===== config.mk =====
export PLATFORM = sky130hd
export DESIGN_NAME = rv32i_decode_execute_flat
export DESIGN_NICKNAME = d
export VERILOG_FILES = /design/src/rtl/rvde_pkg.sv /design/src/rtl/rvde_if.sv /design/src/rtl/rv32i_decode_execute.sv /design/src/flat_wrapper.sv
export VERILOG_INCLUDE_DIRS = /design/src /design/src/rtl
export SDC_FILE = /design/constraint.sdc
export NUM_CORES = 1
export LEC_CHECK = 0
export ABC_AREA = 1
export BUFFER_PORTS_ARGS = -buffer_cell sky130_fd_sc_hd__buf_2
export CAP_MARGIN = 20
export CORE_MARGIN = 5
export CORE_UTILIZATION = 23
export CTS_CLUSTER_SIZE = 25
export DETAILED_ROUTE_END_ITERATION = 12
export PLACE_DENSITY = 0.41
export SYNTH_ARGS = -nofsm -noshare
export SYNTH_HDL_FRONTEND = slang
export SYNTH_SLANG_ARGS = --single-unit

===== constraint.sdc =====
create_clock -name clock -period 16.3 [get_ports clock]
set_clock_uncertainty 0.2 [all_clocks]
set_input_delay 3.26 -clock clock [delete_from_list [all_inputs] [get_ports clock]]
set_output_delay 3.26 -clock clock [all_outputs]
set_load 0.01 [all_outputs]

===== src/rtl/rv32i_decode_execute_assert.svh =====
// Assertion macros shared by the decode and execute RTL.
`ifndef RV32I_DECODE_EXECUTE_ASSERT_SVH
`define RV32I_DECODE_EXECUTE_ASSERT_SVH

// Same-cycle implication, checked at every rising clock edge outside reset.
`define RVDE_ASSERT_IMPLY(label, clk, rst, cond, prop) \
   label: assert property (@(posedge clk) disable iff (rst) (cond) |-> (prop)) \
      else $error("decode/execute assertion failed");

// Next-cycle implication, checked at every rising clock edge outside reset.
`define RVDE_ASSERT_NEXT(label, clk, rst, cond, prop) \
   label: assert property (@(posedge clk) disable iff (rst) (cond) |=> (prop)) \
      else $error("decode/execute assertion failed");

`endif


===== src/rtl/rvde_pkg.sv =====
// Types and encoding constants for the RV32I decode and execute block.
package rvde_pkg;

   localparam int XLEN = 32;

   localparam logic [6:0] OPC_OP     = 7'b0110011;
   localparam logic [6:0] OPC_OPIMM  = 7'b0010011;
   localparam logic [6:0] OPC_LOAD   = 7'b0000011;
   localparam logic [6:0] OPC_STORE  = 7'b0100011;
   localparam logic [6:0] OPC_BRANCH = 7'b1100011;
   localparam logic [6:0] OPC_JAL    = 7'b1101111;
   localparam logic [6:0] OPC_JALR   = 7'b1100111;
   localparam logic [6:0] OPC_LUI    = 7'b0110111;
   localparam logic [6:0] OPC_AUIPC  = 7'b0010111;

   localparam logic [6:0] F7_BASE = 7'b0000000;
   localparam logic [6:0] F7_ALT  = 7'b0100000;

   // ALU funct3 codes.
   localparam logic [2:0] F3_ADD  = 3'd0;
   localparam logic [2:0] F3_SLL  = 3'd1;
   localparam logic [2:0] F3_SLT  = 3'd2;
   localparam logic [2:0] F3_SLTU = 3'd3;
   localparam logic [2:0] F3_XOR  = 3'd4;
   localparam logic [2:0] F3_SR   = 3'd5;
   localparam logic [2:0] F3_OR   = 3'd6;
   localparam logic [2:0] F3_AND  = 3'd7;

   // Load and store funct3 codes.
   localparam logic [2:0] F3_B  = 3'd0;
   localparam logic [2:0] F3_H  = 3'd1;
   localparam logic [2:0] F3_W  = 3'd2;
   localparam logic [2:0] F3_BU = 3'd4;
   localparam logic [2:0] F3_HU = 3'd5;

   // Branch funct3 codes.
   localparam logic [2:0] F3_BEQ  = 3'd0;
   localparam logic [2:0] F3_BNE  = 3'd1;
   localparam logic [2:0] F3_BLT  = 3'd4;
   localparam logic [2:0] F3_BGE  = 3'd5;
   localparam logic [2:0] F3_BLTU = 3'd6;
   localparam logic [2:0] F3_BGEU = 3'd7;

   localparam logic [2:0] F3_JALR = 3'd0;

   typedef enum logic [3:0] {
      MEM_NONE = 4'd0,
      MEM_LB   = 4'd1,
      MEM_LH   = 4'd2,
      MEM_LW   = 4'd3,
      MEM_LBU  = 4'd4,
      MEM_LHU  = 4'd5,
      MEM_SB   = 4'd6,
      MEM_SH   = 4'd7,
      MEM_SW   = 4'd8
   } mem_kind_type;

   typedef struct packed {
      logic [XLEN-1:0] result;
      logic            write_enable;
      logic [4:0]      dest_reg;
      logic            taken;
      logic [XLEN-1:0] target;
      mem_kind_type    mem_kind;
      logic [XLEN-1:0] store_data;
      logic            illegal;
   } exec_result_type;

endpackage


===== src/rtl/rvde_if.sv =====
// Valid/ready channel interfaces for instruction requests and execute responses.
interface rvde_req_if
   import rvde_pkg::*;
();
   logic            valid;
   logic            ready;
   logic [XLEN-1:0] instruction;
   logic [XLEN-1:0] pc;
   logic [XLEN-1:0] rs1_value;
   logic [XLEN-1:0] rs2_value;

   modport source (output valid, output instruction, output pc, output rs1_value,
                   output rs2_value, input ready);
   modport sink (input valid, input instruction, input pc, input rs1_value,
                 input rs2_value, output ready);
endinterface

interface rvde_rsp_if
   import rvde_pkg::*;
();
   logic            valid;
   logic            ready;
   logic [XLEN-1:0] result;
   logic            write_enable;
   logic [4:0]      dest_reg;
   logic            taken;
   logic [XLEN-1:0] target;
   logic [3:0]      mem_kind;
   logic [XLEN-1:0] store_data;
   logic            illegal;

   modport source (output valid, output result, output write_enable, output dest_reg,
                   output taken, output target, output mem_kind, output store_data,
                   output illegal, input ready);
   modport sink (input valid, input result, input write_enable, input dest_reg,
                 input taken, input target, input mem_kind, input store_data,
                 input illegal, output ready);
endinterface


===== src/rtl/rv32i_decode_execute.sv =====
// RV32I decode and execute: a request register feeds the decode and ALU logic, whose output
// lands in a response register. Throughput is one instruction per cycle while rsp ready is
// high; each stage loads when it is empty or when its contents are taken onward.
// A full response register stalls the request register only while rsp ready is low.
// Synchronous active-high reset empties both stages; payload registers are not reset.
`include "rv32i_decode_execute_assert.svh"

module rv32i_decode_execute
   import rvde_pkg::*;
(
   input  logic        clock,
   input  logic        reset,
   rvde_req_if.sink    req_if,
   rvde_rsp_if.source  rsp_if
);

   logic            in_valid_ff, in_valid_in;
   logic [XLEN-1:0] ins_ff, pc_ff, rs1_ff, rs2_ff;
   logic            out_valid_ff, out_valid_in;
   exec_result_type out_ff, exec_res_in;

   logic out_adv;
   logic in_ready;

   assign out_adv  = !out_valid_ff || rsp_if.ready;
   assign in_ready = !in_valid_ff || out_adv;
   assign req_if.ready = in_ready;

   always_comb begin
      in_valid_in = in_valid_ff;
      if (in_ready) begin
         in_valid_in = req_if.valid;
      end
      out_valid_in = out_valid_ff;
      if (out_adv) begin
         out_valid_in = in_valid_ff;
      end
   end

   always_ff @(posedge clock) begin
      if (reset) begin
         in_valid_ff  <= 1'b0;
         out_valid_ff <= 1'b0;
      end else begin
         in_valid_ff  <= in_valid_in;
         out_valid_ff <= out_valid_in;
      end
   end

   always_ff @(posedge clock) begin
      if (in_ready) begin
         ins_ff <= req_if.instruction;
         pc_ff  <= req_if.pc;
         rs1_ff <= req_if.rs1_value;
         rs2_ff <= req_if.rs2_value;
      end
      if (out_adv) begin
         out_ff <= exec_res_in;
      end
   end

   // Instruction fields and immediates.
   logic [6:0]      opc, f7;
   logic [4:0]      rd;
   logic [2:0]      f3;
   logic [XLEN-1:0] immi, imms, immb, immu, immj;

   assign opc  = ins_ff[6:0];
   assign rd   = ins_ff[11:7];
   assign f3   = ins_ff[14:12];
   assign f7   = ins_ff[31:25];
   assign immi = {{20{ins_ff[31]}}, ins_ff[31:20]};
   assign imms = {{20{ins_ff[31]}}, ins_ff[31:25], ins_ff[11:7]};
   assign immb = {{19{ins_ff[31]}}, ins_ff[31], ins_ff[7], ins_ff[30:25], ins_ff[11:8], 1'b0};
   assign immu = {ins_ff[31:12], 12'b0};
   assign immj = {{11{ins_ff[31]}}, ins_ff[31], ins_ff[19:12], ins_ff[20], ins_ff[30:21],
                  1'b0};

   // ALU shared by register and immediate forms.
   logic [XLEN-1:0] alu_b, alu_res;
   logic [4:0]      shamt;
   logic            alu_alt;
   logic            lt_s, lt_u;

   assign alu_b   = (opc == OPC_OP) ? rs2_ff : immi;
   assign shamt   = alu_b[4:0];
   assign alu_alt = (f7 == F7_ALT) &&
                    ((opc == OPC_OP) ? (f3 inside {F3_ADD, F3_SR}) : (f3 == F3_SR));
   assign lt_s    = $signed(rs1_ff) < $signed(rs2_ff);
   assign lt_u    = rs1_ff < rs2_ff;

   always_comb begin
      case (f3)
         F3_ADD:  alu_res = alu_alt ? rs1_ff - alu_b : rs1_ff + alu_b;
         F3_SLL:  alu_res = rs1_ff << shamt;
         F3_SLT:  alu_res = {{(XLEN-1){1'b0}}, $signed(rs1_ff) < $signed(alu_b)};
         F3_SLTU: alu_res = {{(XLEN-1){1'b0}}, rs1_ff < alu_b};
         F3_XOR:  alu_res = rs1_ff ^ alu_b;
         F3_SR:   alu_res = alu_alt ? $unsigned($signed(rs1_ff) >>> shamt) : rs1_ff >> shamt;
         F3_OR:   alu_res = rs1_ff | alu_b;
         F3_AND:  alu_res = rs1_ff & alu_b;
         default: alu_res = rs1_ff & alu_b;
      endcase
   end

   always_comb begin
      logic [XLEN-1:0] res, tgt, sdata;
      logic            wr, tk, ok;
      mem_kind_type    kind;

      res   = '0;
      tgt   = '0;
      sdata = '0;
      wr    = 1'b0;
      tk    = 1'b0;
      ok    = 1'b1;
      kind  = MEM_NONE;

      case (opc)
         OPC_OP: begin
            ok  = (f7 == F7_BASE) || ((f7 == F7_ALT) && (f3 inside {F3_ADD, F3_SR}));
            res = alu_res;
            wr  = 1'b1;
         end
         OPC_OPIMM: begin
            if (f3 == F3_SLL) begin
               ok = (f7 == F7_BASE);
            end else if (f3 == F3_SR) begin
               ok = (f7 == F7_BASE) || (f7 == F7_ALT);
            end
            res = alu_res;
            wr  = 1'b1;
         end
         OPC_LOAD: begin
            case (f3)
               F3_B:    kind = MEM_LB;
               F3_H:    kind = MEM_LH;
               F3_W:    kind = MEM_LW;
               F3_BU:   kind = MEM_LBU;
               F3_HU:   kind = MEM_LHU;
               default: ok = 1'b0;
            endcase
            res = rs1_ff + immi;
            wr  = 1'b1;
         end
         OPC_STORE: begin
            case (f3)
               F3_B:    kind = MEM_SB;
               F3_H:    kind = MEM_SH;
               F3_W:    kind = MEM_SW;
               default: ok = 1'b0;
            endcase
            res   = rs1_ff + imms;
            sdata = rs2_ff;
         end
         OPC_BRANCH: begin
            case (f3)
               F3_BEQ:  tk = (rs1_ff == rs2_ff);
               F3_BNE:  tk = (rs1_ff != rs2_ff);
               F3_BLT:  tk = lt_s;
               F3_BGE:  tk = !lt_s;
               F3_BLTU: tk = lt_u;
               F3_BGEU: tk = !lt_u;
               default: ok = 1'b0;
            endcase
            tgt = pc_ff + immb;
         end
         OPC_JAL: begin
            res = pc_ff + XLEN'(4);
            tgt = pc_ff + immj;
            tk  = 1'b1;
            wr  = 1'b1;
         end
         OPC_JALR: begin
            ok  = (f3 == F3_JALR);
            res = pc_ff + XLEN'(4);
            tgt = (rs1_ff + immi) & ~XLEN'(1);
            tk  = 1'b1;
            wr  = 1'b1;
         end
         OPC_LUI: begin
            res = immu;
            wr  = 1'b1;
         end
         OPC_AUIPC: begin
            res = pc_ff + immu;
            wr  = 1'b1;
         end
         default: ok = 1'b0;
      endcase

      // An unrecognized word retires as a no-op with only the illegal flag set.
      if (ok) begin
         exec_res_in.result       = res;
         exec_res_in.write_enable = wr && (rd != 5'd0);
         exec_res_in.dest_reg     = wr ? rd : 5'd0;
         exec_res_in.taken        = tk;
         exec_res_in.target       = tgt;
         exec_res_in.mem_kind     = kind;
         exec_res_in.store_data   = sdata;
         exec_res_in.illegal      = 1'b0;
      end else begin
         exec_res_in          = '0;
         exec_res_in.mem_kind = MEM_NONE;
         exec_res_in.illegal  = 1'b1;
      end
   end

   assign rsp_if.valid        = out_valid_ff;
   assign rsp_if.result       = out_ff.result;
   assign rsp_if.write_enable = out_ff.write_enable;
   assign rsp_if.dest_reg     = out_ff.dest_reg;
   assign rsp_if.taken        = out_ff.taken;
   assign rsp_if.target       = out_ff.target;
   assign rsp_if.mem_kind     = out_ff.mem_kind;
   assign rsp_if.store_data   = out_ff.store_data;
   assign rsp_if.illegal      = out_ff.illegal;

   `RVDE_ASSERT_NEXT(a_stage_moves, clock, reset, in_valid_ff && out_adv, out_valid_ff)
   `RVDE_ASSERT_IMPLY(a_illegal_quiet, clock, reset, out_valid_ff && out_ff.illegal,
      (out_ff.result == '0) && !out_ff.write_enable && (out_ff.dest_reg == 5'd0) &&
      !out_ff.taken && (out_ff.target == '0) && (out_ff.store_data == '0))
   `RVDE_ASSERT_IMPLY(a_we_needs_rd, clock, reset, out_valid_ff && out_ff.write_enable,
      (out_ff.dest_reg != 5'd0) && !out_ff.illegal)
   `RVDE_ASSERT_IMPLY(a_store_no_write, clock, reset,
      out_valid_ff && ((out_ff.mem_kind == MEM_SB) || (out_ff.mem_kind == MEM_SH) ||
      (out_ff.mem_kind == MEM_SW)),
      !out_ff.write_enable && (out_ff.dest_reg == 5'd0))

endmodule

===== src/flat_wrapper.sv =====
// flat-port wrapper written by rule: the top's interface ports become plain ports
module rv32i_decode_execute_flat import rvde_pkg::*;
  (clock, reset, req_if_valid, req_if_instruction, req_if_pc, req_if_rs1_value, req_if_rs2_value, req_if_ready, rsp_if_valid, rsp_if_result, rsp_if_write_enable, rsp_if_dest_reg, rsp_if_taken, rsp_if_target, rsp_if_mem_kind, rsp_if_store_data, rsp_if_illegal, rsp_if_ready);
  rvde_req_if req_if_i ();
  rvde_rsp_if rsp_if_i ();
  input  logic clock;
  input  logic reset;
  input wire logic [$bits(req_if_i.valid)-1:0] req_if_valid;
  input wire logic [$bits(req_if_i.instruction)-1:0] req_if_instruction;
  input wire logic [$bits(req_if_i.pc)-1:0] req_if_pc;
  input wire logic [$bits(req_if_i.rs1_value)-1:0] req_if_rs1_value;
  input wire logic [$bits(req_if_i.rs2_value)-1:0] req_if_rs2_value;
  output wire logic [$bits(req_if_i.ready)-1:0] req_if_ready;
  output wire logic [$bits(rsp_if_i.valid)-1:0] rsp_if_valid;
  output wire logic [$bits(rsp_if_i.result)-1:0] rsp_if_result;
  output wire logic [$bits(rsp_if_i.write_enable)-1:0] rsp_if_write_enable;
  output wire logic [$bits(rsp_if_i.dest_reg)-1:0] rsp_if_dest_reg;
  output wire logic [$bits(rsp_if_i.taken)-1:0] rsp_if_taken;
  output wire logic [$bits(rsp_if_i.target)-1:0] rsp_if_target;
  output wire logic [$bits(rsp_if_i.mem_kind)-1:0] rsp_if_mem_kind;
  output wire logic [$bits(rsp_if_i.store_data)-1:0] rsp_if_store_data;
  output wire logic [$bits(rsp_if_i.illegal)-1:0] rsp_if_illegal;
  input wire logic [$bits(rsp_if_i.ready)-1:0] rsp_if_ready;
  assign req_if_i.valid = req_if_valid;
  assign req_if_i.instruction = req_if_instruction;
  assign req_if_i.pc = req_if_pc;
  assign req_if_i.rs1_value = req_if_rs1_value;
  assign req_if_i.rs2_value = req_if_rs2_value;
  assign req_if_ready = req_if_i.ready;
  assign rsp_if_valid = rsp_if_i.valid;
  assign rsp_if_result = rsp_if_i.result;
  assign rsp_if_write_enable = rsp_if_i.write_enable;
  assign rsp_if_dest_reg = rsp_if_i.dest_reg;
  assign rsp_if_taken = rsp_if_i.taken;
  assign rsp_if_target = rsp_if_i.target;
  assign rsp_if_mem_kind = rsp_if_i.mem_kind;
  assign rsp_if_store_data = rsp_if_i.store_data;
  assign rsp_if_illegal = rsp_if_i.illegal;
  assign rsp_if_i.ready = rsp_if_ready;
  rv32i_decode_execute u_core (.clock(clock), .reset(reset), .req_if(req_if_i), .rsp_if(rsp_if_i));
endmodule

== Word-level counts from Yosys, hierarchy flattened ==
Index checks and enable logic that the tools add are counted.

* Add/subtract/negate cells: 8
* $lt $le $gt $ge: 4
* Equality and inequality tests: 19
* Shift-type cells: 3
* Muxes and demuxes: 20
* Bitwise logic cells: 3
* Reductions and logical operators: 24

{| class="wikitable"
|+ Operator list
! kind !! number
|-
| case mux 32 bit (8 select lines) || 1
|-
| adder 32 bit || 6
|-
| case mux 32 bit (6 select lines) || 1
|-
| less-than comparator 32 bit || 4
|-
| 2-to-1 mux 32 bit || 3
|-
| case mux 32 bit (3 select lines) || 1
|-
| adder 32 x 3 -> 32 bit (second input constant) || 1
|-
| AND 32 bit || 1
|-
| == test 32 bit || 1
|-
| inequality test 32 bit || 1
|-
| OR 32 bit || 1
|-
| left shift 32 x 5 -> 32 bit || 1
|-
| >> shifter 32 x 5 -> 32 bit || 1
|-
| >>> shifter 32 x 5 -> 32 bit || 1
|-
| subtractor 32 bit || 1
|-
| bitwise XOR 32 bit || 1
|-
| == test 7 x 6 -> 1 bit (second input constant) || 4
|-
| == test 7 bit (second input constant) || 3
|-
| case mux 3 bit (5 select lines) || 1
|-
| == test 7 x 5 -> 1 bit (second input constant) || 2
|-
| == test 3 bit (second input constant) || 4
|-
| case mux 4 bit (3 select lines) || 1
|-
| 2-to-1 mux 1 bit || 8
|-
| case mux 4 bit (2 select lines) || 1
|-
| other kinds (19) || 31
|}

* Register bits after elaboration: 238
* Input port bits: 132
* Output and inout bits: 110
* Word-level logic and storage cells: 95

== Logic depth before layout (Yosys ltp) ==
Gate-level depths: netlist of run 1.

* Depth in word-level cells: 7
* Gate-level depth with buffers: 29
* Gate-level depth less buffers: 28

== Least setup slack after synthesis of run 1 ==
OpenSTA, ideal clock, no wires.

* Path type: in2out
* Start point: input rsp_if_ready
* End point: output req_if_ready
* Arrival time: 6.295 ns
* Data required time: 12.840 ns
* Path slack: 6.545 ns
* Cell stages on the path: 2
* Buffers on the path: 0
* Cell sequence: inv_1 -> nand3_1

* Cells in the longest elaborated chain, start to end: 2

{| class="wikitable"
|+ Ends and longest elaborated chain
! element !! RTL line !! text
|-
| start, declared || flat_wrapper.sv:23 || <nowiki>input wire logic [$bits(rsp_if_i.ready)-1:0] rsp_if_ready;</nowiki>
|-
| logical OR 1 bit || rv32i_decode_execute.sv:25 || <nowiki>assign out_adv = !out_valid_ff || rsp_if.ready;</nowiki>
|-
| logical OR 1 bit || rv32i_decode_execute.sv:26 || <nowiki>assign in_ready = !in_valid_ff || out_adv;</nowiki>
|-
| end, declared || flat_wrapper.sv:13 || <nowiki>output wire logic [$bits(req_if_i.ready)-1:0] req_if_ready;</nowiki>
|}

Every way passes these cells.

== Worst setup path after layout of run 1 ==
Ends and elaborated chain as after synthesis.

==> flow_summary_export.csv, run 1 <==
group,metric,value,unit
status,status,"finished clean",
placement,port_buffers,241,
synth,yosys-top-cells-area,"edfxtp_1 28%, nand2_1 13%, ha_1 11%",
synth,synthCells,3745,
die,fp.dieW,343,microns
setup_path,path_max_fanout,18,
cts,ctsResizeCount,0,
sta,setup_viol,0,
setup_path,crit_type,"input port to output port",
synth,yosysTopAreaCell,"edfxtp_1",
power_and_ir_drop,irDropWorstVdd,0.0684,mV
global_routing,grt_max_degree,73,
setup_path,cp.arrival,4.08,ns
cts,cts-root-buf,"clkbuf_16",
sta,final_hold_viol_count,0,
sta,maxSlewHeadroom,24.0,%
global_routing,track_usage,21.0,%
power_and_ir_drop,p_total,2160,uW
synth,yosys.cell_count.top_type,"nand2_1",
cts,clk_latency,0.62,ns
cells_and_area,postLayoutCoreUtil,26.4,%
setup_path,cp-start-kind,"input port",
drt,wl_per_cell,23.8,microns
sta,slew_viol_final,0,
cts,clk_pin_slew_worst_paths,0.06,ns
die,dieArea,0.117,sq mm
global_routing,gr-total-overflow,0,
sta,rsz0062_at_grt,"no",
synth,synth_cell_types,64,
global_routing,grt_pass1_wl,182,mm
global_routing,first_global_vias,25600,
setup_path,cpMaxStageDelayCell,"buf_2",
synth,yosysWarnings,0,
sta,fmax,0.133,GHz
synth,ys_ff_latch,238,
synth,ys_seq_area_share,28.0,%
synth,synth_area,0.0255,sq mm
synth,synth-edff-count,236,
global_routing,antenna_found_initial,8,
sta,post-route-period-util,46.2,%
drt,final_antenna_net_count,0,
cells_and_area,fill_cells,12500,
setup_path,cp-end-kind,"output port",
power_and_ir_drop,powerDensity,74.3,mW/mm^2
worst_hold_path,hp-class,"flop to flop",
cts,cts.sinks,238,
cells_and_area,fin_nets,4272,
setup_path,required,12.84,ns
drt,drt-initial-drc-count,3034,
cts,cts_tree,"built",
setup_path,slowest_delay,0.29,ns
die,core_area,0.110,sq mm
cts,postCtsSetupBuffers,0,
run,maxCapViolCount,0,
cts,numCtsBuffers,31,
drt,vias,27300,
synth,ys.flop_type,"edfxtp_1",
cts,cts_htree_levels,1,
synth,synth_commonest_cells,"854 x nand2_1, 441 x inv_1, 376 x nand3_1",
synth,syn_nets,4099,
power_and_ir_drop,leakagePower,0.0133,uW
die,initial_core_util,23.1,%
cts,cts_hold_buf,0,
placement,gp_congestion,0.985,
setup_path,cp_cell_sequence,"buf_2, inv_1, nand3_4, buf_2",
die,num_rows,122,
drt,vias_per_cell,5.03,
cts,clockBufferDepth,3,
sta,worst_pin_slew,1.13,ns
placement,hpwl,105,mm
cells_and_area,drive_gt1_share,11.3,%
synth,post_synth.cell_area_avg,6.80,sq um
drt,finalWirelength,129,mm
cells_and_area,syn_to_final_growth,14.4,%
cells_and_area,antenna_cells,0,
setup_path,path_common_cell,"buf_2",
drt,first_pass_iters,6,
sta,finalSetupTns,0,ns
drt,drc,0,
synth,synthArstFlopShare,0,%
die,die_height,343,microns
sta,finalCriticalPeriod,7.54,ns
die,io_pins,242,
synth,synth_top_area_share,27.8,%
## layout by cell type, fill, tap and decap left out, types with 11 or more instances in the layout
cell type,n
o21bai_1,16
or2_2,26
xor2_1,41
nor4_1,14
o2111ai_1,14
nand4_1,35
a211oi_1,15
nor3_1,51
buf_2,241
o21ai_0,242
ha_1,217
nand2_4,11
nand3_1,375
edfxtp_1,236
clkbuf_16,31
a21oi_1,349
a31oi_1,35
nand2_1,852
xnor2_1,19
nand2_2,22
inv_2,24
a221oi_1,16
o22ai_1,11
o211ai_1,34
inv_1,441
nor2_1,333
o21ai_1,50
o21a_1,14
buf_4,28
## worst max-delay path, delay by kind of cell
| kind | cells | cell delay, ns |
|---|---|---|
| buffers and inverters | 3 | 0.51 |
| AND/OR/NAND/NOR | 1 | 0.28 |
## area by class of cell
type | instances | area, sq um | share of cell area (%)
Multi-Input combinational cell | 2910 | 16000 | 54.8
Timing Repair Buffer | 270 | 1430 | 4.91
Clock inverter | 20 | 186 | 0.640
Sequential cell | 238 | 7130 | 24.5
Clock buffer | 36 | 795 | 2.73
Inverter | 467 | 1760 | 6.03
Tap cell | 1488 | 1860 | 6.39
## cell families (layout without fill, tap and decap cells)
family / count (synthesis) / count (layout) / synth area share, %
simple gates: 1771 / 1771 / 30.3
compound gates: 857 / 857 / 19.1
fa+ha+maj: 222 / 222 / 11.1
buf+inv: 597 / 793 / 9.48
flops: 238 / 238 / 28.0
xor+xnor: 60 / 60 / 2.06
## through the flow
stage / std cells / hold slack, ns / area [sq um] / setup WS [ns]
global route: 5429 / 0.324 / 29100 / 8.71
CTS: 5428 / 0.288 / 29100 / 8.72
floorplan: 3745 / 0.225 / 25500 / 6.54
finish: 5429 / 0.285 / 29100 / 8.76
detailed placement: 5372 / 0.278 / 28100 / 8.73
global placement: 5372 / 0.273 / 28100 / 8.73
## metal layers
metal / track usage, % / part of all wire (%)
met5: 0 / 0.021
met2: 33.8 / 45
met3: 2.91 / 6.8
met1: 30.1 / 46
met4: 4.20 / 2.2
## final timing paths
check / from / to / slack (ns) / cells after the start
worst max register to register: u_core.ins_ff[3]$_DFFE_PP_ / u_core.rsp_if.result[20]$_SDFFCE_PN0P_ / 10.63 / 25
worst min register to register: u_core.in_valid_ff$_SDFFE_PP0P_ / u_core.rsp_if.valid$_SDFFE_PP0P_ / 0.29 / 2
worst min-delay path: u_core.in_valid_ff$_SDFFE_PP0P_ / u_core.rsp_if.valid$_SDFFE_PP0P_ / 0.29 / 2
worst max-delay path: rsp_if_ready / req_if_ready / 8.76 / 4
## power by group
| part | switching [uW] | internal (uW) |
|---|---|---|
| Sequential | 48.0 | 702 |
| Clock | 294 | 383 |
| Combinational | 519 | 218 |
(Power assumes the default switching activity.)
==> run 2: changes to the inputs <==
Clock period 16.3 ns to 7.8 ns, I/O delays scaled along.
==> flow_summary_export.csv, run 2 (same netlist as run 1, synthesis figures left out) <==
group,metric,value,unit
cells_and_area,layout_common_cells,"852 x nand2_1, 441 x inv_1, 375 x nand3_1, 349 x a21oi_1, 333 x nor2_1",
global_routing,antenna_found_initial,6,
power_and_ir_drop,p_total,4760,uW
global_routing,grt_pass1_wl,185,mm
drt,final_antenna_net_count,0,
run,maxCapViolCount,0,
sta,post-route-period-util,70.0,%
cells_and_area,postLayoutCoreUtil,26.6,%
drt,vias_per_cell,5.07,
setup_path,reg2reg_depth,26,
placement,port_buffers,241,
cts,numCtsBuffers,34,
sta,final_hold_viol_count,0,
sta,worst_pin_slew,1.08,ns
setup_path,startpoint,"u_core.ins_ff[6]$_DFFE_PP_",
sta,slew_viol_final,0,
drt,vias,27600,
setup_path,crit_type,"flop to flop",
cells_and_area,final_common_cell,"nand2_1",
global_routing,first_global_vias,25900,
power_and_ir_drop,irDropWorstVdd,0.112,mV
drt,wl_per_cell,24.2,microns
sta,finalCriticalPeriod,5.46,ns
cts,cts-root-buf,"clkbuf_16",
setup_path,r2r_setup_slack,2.34,ns
placement,dp.cells,5376,
power_and_ir_drop,leakagePower,0.0134,uW
worst_hold_path,hp-class,"flop to flop",
global_routing,gr-total-overflow,0,
setup_path,cp-start-kind,"flop",
drt,first_pass_iters,6,
cts,cts_htree_levels,2,
global_routing,grt_max_degree,73,
die,io_pins,242,
sta,setup_viol,0,
placement,hpwl,108,mm
cells_and_area,antenna_cells,0,
cts,postCtsSetupBuffers,0,
setup_path,cp.arrival,5.58,ns
cells_and_area,syn_to_final_growth,15.2,%
setup_path,r2r-start,"u_core.ins_ff[6]$_DFFE_PP_",
cts,cts_tree,"built",
placement,dpl_cell_area,0.0282,sq mm
sta,finalSetupTns,0,ns
cts,clk_latency,0.59,ns
die,core_area,0.110,sq mm
setup_path,path_max_fanout,13,
status,status,"finished clean",
die,fp.dieW,343,microns
cts,clockBufferDepth,3,
setup_path,timing.critical_path.to,"u_core.rsp_if.target[27]$_SDFFCE_PN0P_",
global_routing,track_usage,21.4,%
drt,wl_met3,9.68,mm
setup_path,cp-end-kind,"flop",
cells_and_area,fin_nets,4279,
power_and_ir_drop,powerDensity,162,mW/mm^2
die,die_height,343,microns
cts,clk_pin_slew_worst_paths,0.06,ns
cts,cts.sinks,238,
drt,met2_length,58.2,mm
placement,gp_congestion,0.980,
cts,ctsResizeCount,0,
cells_and_area,stdcell_area,0.0293,sq mm
drt,drt-initial-drc-count,2825,
die,initial_core_util,23.1,%
cells_and_area,drive_gt1_share,11.7,%
drt,finalWirelength,132,mm
drt,drt-met1-wl,60.3,mm
setup_path,required,7.92,ns
sta,fmax,0.183,GHz
cells_and_area,register_area,0.00713,sq mm
cells_and_area,multi_input_area,0.0160,sq mm
setup_path,r2r-end,"u_core.rsp_if.target[27]$_SDFFCE_PN0P_",
drt,drc,0,
die,num_rows,122,
cells_and_area,layoutNonFillerInstCount,5437,
cts,cts_hold_buf,0,
die,dieArea,0.117,sq mm
cells_and_area,fill_cells,12400,
sta,rsz0062_at_grt,"no",
drt,dr.max_layer_used,"met5",
sta,maxSlewHeadroom,27.5,%
run 2: changes by cell type in the layout (fill, tap and decap cells not counted), moves of 2 or more:
cell,before,now
clkinv_8,0,2
inv_6,4,1
clkinv_1,6,2
buf_4,28,33
clkbuf_1,5,3
clkbuf_16,31,35
clkinv_2,4,8
bufinv_16,2,5
run 2: critical path, stage by stage (launching register included):
cell	delay, ns
edfxtp_1	0.59
inv_2	0.08
nor2_1	0.13
nand3_1	0.60
nor2_2	0.54
inv_1	0.29
o21ai_0	0.30
inv_1	0.09
fa_1	0.38
inv_1	0.08
nand3_1	0.06
nand2_1	0.09
nand2_1	0.07
nand2_1	0.06
nand2_1	0.07
o21ai_1	0.23
nand2_1	0.08
o211ai_1	0.24
nand2_1	0.09
nand2_1	0.11
nand2_1	0.10
o21ai_0	0.29
nand2_1	0.15
nand2_1	0.09
nand2_1	0.05
nand3_1	0.06
a21oi_1	0.07
run 2: worst min-delay path by stage:
stage / startpoint / end / slack (ns) / depth (start not counted)
after floorplan: u_core.in_valid_ff$_SDFFE_PP0P_ / u_core.rsp_if.valid$_SDFFE_PP0P_ / 0.22 / 2
after global placement: u_core.in_valid_ff$_SDFFE_PP0P_ / u_core.rsp_if.valid$_SDFFE_PP0P_ / 0.27 / 2
after detailed placement: u_core.in_valid_ff$_SDFFE_PP0P_ / u_core.rsp_if.valid$_SDFFE_PP0P_ / 0.27 / 2
after CTS: u_core.in_valid_ff$_SDFFE_PP0P_ / u_core.rsp_if.valid$_SDFFE_PP0P_ / 0.28 / 2
after global routing: u_core.in_valid_ff$_SDFFE_PP0P_ / u_core.rsp_if.valid$_SDFFE_PP0P_ / 0.31 / 2
final: u_core.in_valid_ff$_SDFFE_PP0P_ / u_core.rsp_if.valid$_SDFFE_PP0P_ / 0.28 / 2
run 2: metrics by stage:
stage	worst slack [ns]	hold slack (ns)
after global placement	2.44	0.271
final	2.34	0.280
after floorplan	1.44	0.225
after global routing	1.81	0.305
after detailed placement	2.49	0.274
after CTS	2.47	0.283
run 2: routing by layer:
layer,up-vias,GRT usage [%]
met5,-,0
met4,4,5.36
met3,140,3.34
met2,1074,34.0
met1,13200,30.5
li1,13100,-
run 2: cell type report:
class | count | area share [%]
clock buffers | 38 | 3.02
clock inverters | 22 | 0.943
inverters | 467 | 5.98
multi-input cells | 2910 | 54.5
flip-flops and latches | 238 | 24.3
well taps | 1488 | 6.35
repair buffers | 274 | 4.96
run 2: where the power goes:
group / switching [uW] / total (uW) / internal, uW
registers: 101 / 1570 / 1470
clock network: 642 / 1640 / 994
logic: 1090 / 1550 / 457
==> run 3: changes to the inputs <==
Settings changed: PLACE_DENSITY 0.41 to 0.42.
Clock period 7.8 ns to 4.7 ns, I/O delays scaled along.
==> flow_summary_export.csv, run 3 (same netlist as run 1, synthesis figures left out) <==
group,metric,value,unit
status,status,"finished clean",
placement,hpwl,112,mm
placement,port_buffers,241,
cells_and_area,syn_to_final_growth,18.7,%
global_routing,grt_use_met1,31.1,%
global_routing,track_usage,22.1,%
die,core_area,0.110,sq mm
sta,final_hold_viol_count,0,
setup_path,cp_cell_sequence,"buf_4, nor2_8, nand2_4, buf_12, buf_4, o21ai_2, ha_1, inv_1, o21bai_2, nor2_1, nand2_1, o21bai_4, a21boi_2, o21ai_0, xnor2_1, nand2_1, nand2_1, nand2_1, nand3_1, a21oi_1",
die,dieArea,0.117,sq mm
placement,dpl_cell_area,0.0290,sq mm
worst_hold_path,hold_path_startpoint,"u_core.in_valid_ff$_SDFFE_PP0P_",
cts,cts.sinks,238,
sta,maxSlewHeadroom,26.1,%
cells_and_area,fin_nets,4389,
power_and_ir_drop,leakagePower,0.0139,uW
power_and_ir_drop,irDropWorstVdd,0.190,mV
run,maxCapViolCount,0,
drt,first_pass_iters,6,
global_routing,use_met2,35.0,%
setup_path,startpoint,"u_core.ins_ff[6]$_DFFE_PP_",
worst_hold_path,hp-class,"flop to flop",
die,initial_core_util,23.1,%
global_routing,gr-total-overflow,0,
setup_path,cp-start-kind,"flop",
cts,cts-root-buf,"clkbuf_16",
sta,post-route-period-util,96.7,%
drt,final_antenna_net_count,0,
cells_and_area,drive_gt1_share,14.1,%
cells_and_area,final_common_cell,"nand2_1",
setup_path,slowest_delay,0.43,ns
placement,dp.cells,5485,
die,io_pins,242,
setup_path,r2r_setup_slack,0.15,ns
sta,rsz0062_at_grt,"no",
cells_and_area,layoutNonFillerInstCount,5551,
global_routing,grt_pass1_wl,190,mm
die,num_rows,122,
setup_path,path_max_fanout,28,
power_and_ir_drop,p_total,7980,uW
setup_path,cpMaxStageDelayCell,"ha_1",
setup_path,crit_type,"flop to flop",
global_routing,first_global_vias,26400,
cts,cts_htree_levels,2,
setup_path,cp.arrival,4.63,ns
sta,whs,0.282,ns
cts,clk_pin_slew_worst_paths,0.06,ns
power_and_ir_drop,powerDensity,264,mW/mm^2
cts,clk_latency,0.57,ns
global_routing,grt_max_degree,109,
drt,drt-initial-drc-count,2796,
setup_path,required,4.78,ns
setup_path,r2r-start,"u_core.ins_ff[6]$_DFFE_PP_",
drt,vias,28000,
sta,finalCriticalPeriod,4.55,ns
drt,wl_per_cell,24.3,microns
setup_path,cp-end-kind,"flop",
die,die_height,343,microns
cts,clockBufferDepth,3,
drt,drc,0,
placement,gp_congestion,0.974,
setup_path,path_common_cell,"nand2_1",
global_routing,gr-max-usage-layer,"met2",
sta,worst_pin_slew,1.11,ns
cts,cts_tree,"built",
drt,vias_per_cell,5.05,
sta,fmax,0.220,GHz
cells_and_area,layout_common_cells,"852 x nand2_1, 441 x inv_1, 375 x nand3_1, 348 x a21oi_1, 332 x nor2_1",
drt,finalWirelength,135,mm
global_routing,use_met3,3.40,%
cells_and_area,stdcell_area,0.0302,sq mm
cts,cts_hold_buf,0,
die,fp.dieW,343,microns
sta,setup_viol,0,
sta,finalSetupTns,0,ns
sta,slew_viol_final,0,
cts,numCtsBuffers,34,
global_routing,antenna_found_initial,8,
run 3: changes by cell type in the layout (fill, tap and decap cells not counted), moves of 2 or more:
cell / before / now
buf_12: 0 / 4
buf_4: 33 / 139
clkbuf_1: 3 / 8
clkinv_1: 2 / 5
clkinv_2: 8 / 2
clkinvlp_4: 2 / 0
diode_2: 0 / 3
ha_1: 217 / 215
ha_2: 0 / 2
inv_6: 1 / 4
o21ai_0: 242 / 240
o21bai_1: 16 / 14
run 3: worst max-delay path: cells and delay by family, from the launching register on:
kind / cells / cell delay (ns)
compound gates: 6 / 1.30
simple gates: 8 / 0.79
buf+inv: 4 / 0.79
fa+ha+maj: 1 / 0.43
flops: 1 / 0.41
xor+xnor: 1 / 0.28
run 3: final timing paths:
kind                                                          endpoint  cells after the start
worst max-delay path            u_core.rsp_if.result[23]$_SDFFCE_PN0P_                     20
worst min-delay path                  u_core.rsp_if.valid$_SDFFE_PP0P_                      2
worst max register to register  u_core.rsp_if.result[23]$_SDFFCE_PN0P_                     20
worst min register to register        u_core.rsp_if.valid$_SDFFE_PP0P_                      2
run 3: routing by layer:
metal  routed length (microns)  part of all wire, %
met3                      9320                  6.9
met5                         7               0.0052
met1                     61800                   46
met4                      4160                  3.1
met2                     59800                   44
run 3: metrics by stage:
step / setup WS [ns] / utilization (%)
finish: 0.154 / 27.4
global route: 0.0108 / 27.4
CTS: 0.0295 / 27.3
detailed placement: -0.745 / 26.3
global placement: -0.730 / 26.3
floorplan: 0.725 / -
run 3: cell type report:
cell class | instances | area, sq um
Clock buffer | 42 | 881
Antenna cell | 3 | 7.51
Sequential cell | 238 | 7130
Multi-Input combinational cell | 2910 | 16000
Clock inverter | 19 | 253
Fill cell | 12400 | 80100
Inverter | 467 | 1760
Timing Repair Buffer | 384 | 2330
Tap cell | 1488 | 1860
run 3: power by group:
part           internal [uW]  switching [uW]
clock network           1620            1030
logic                    847            1890
registers               2430             154
run 3: what timing repair did:
item,4_1_cts,5_1_grt
setup buffers,0,2
hold endpoints to repair,0,0
endpoints found under the setup margin,6,10
pin swaps,0,1
resized for setup,5,8
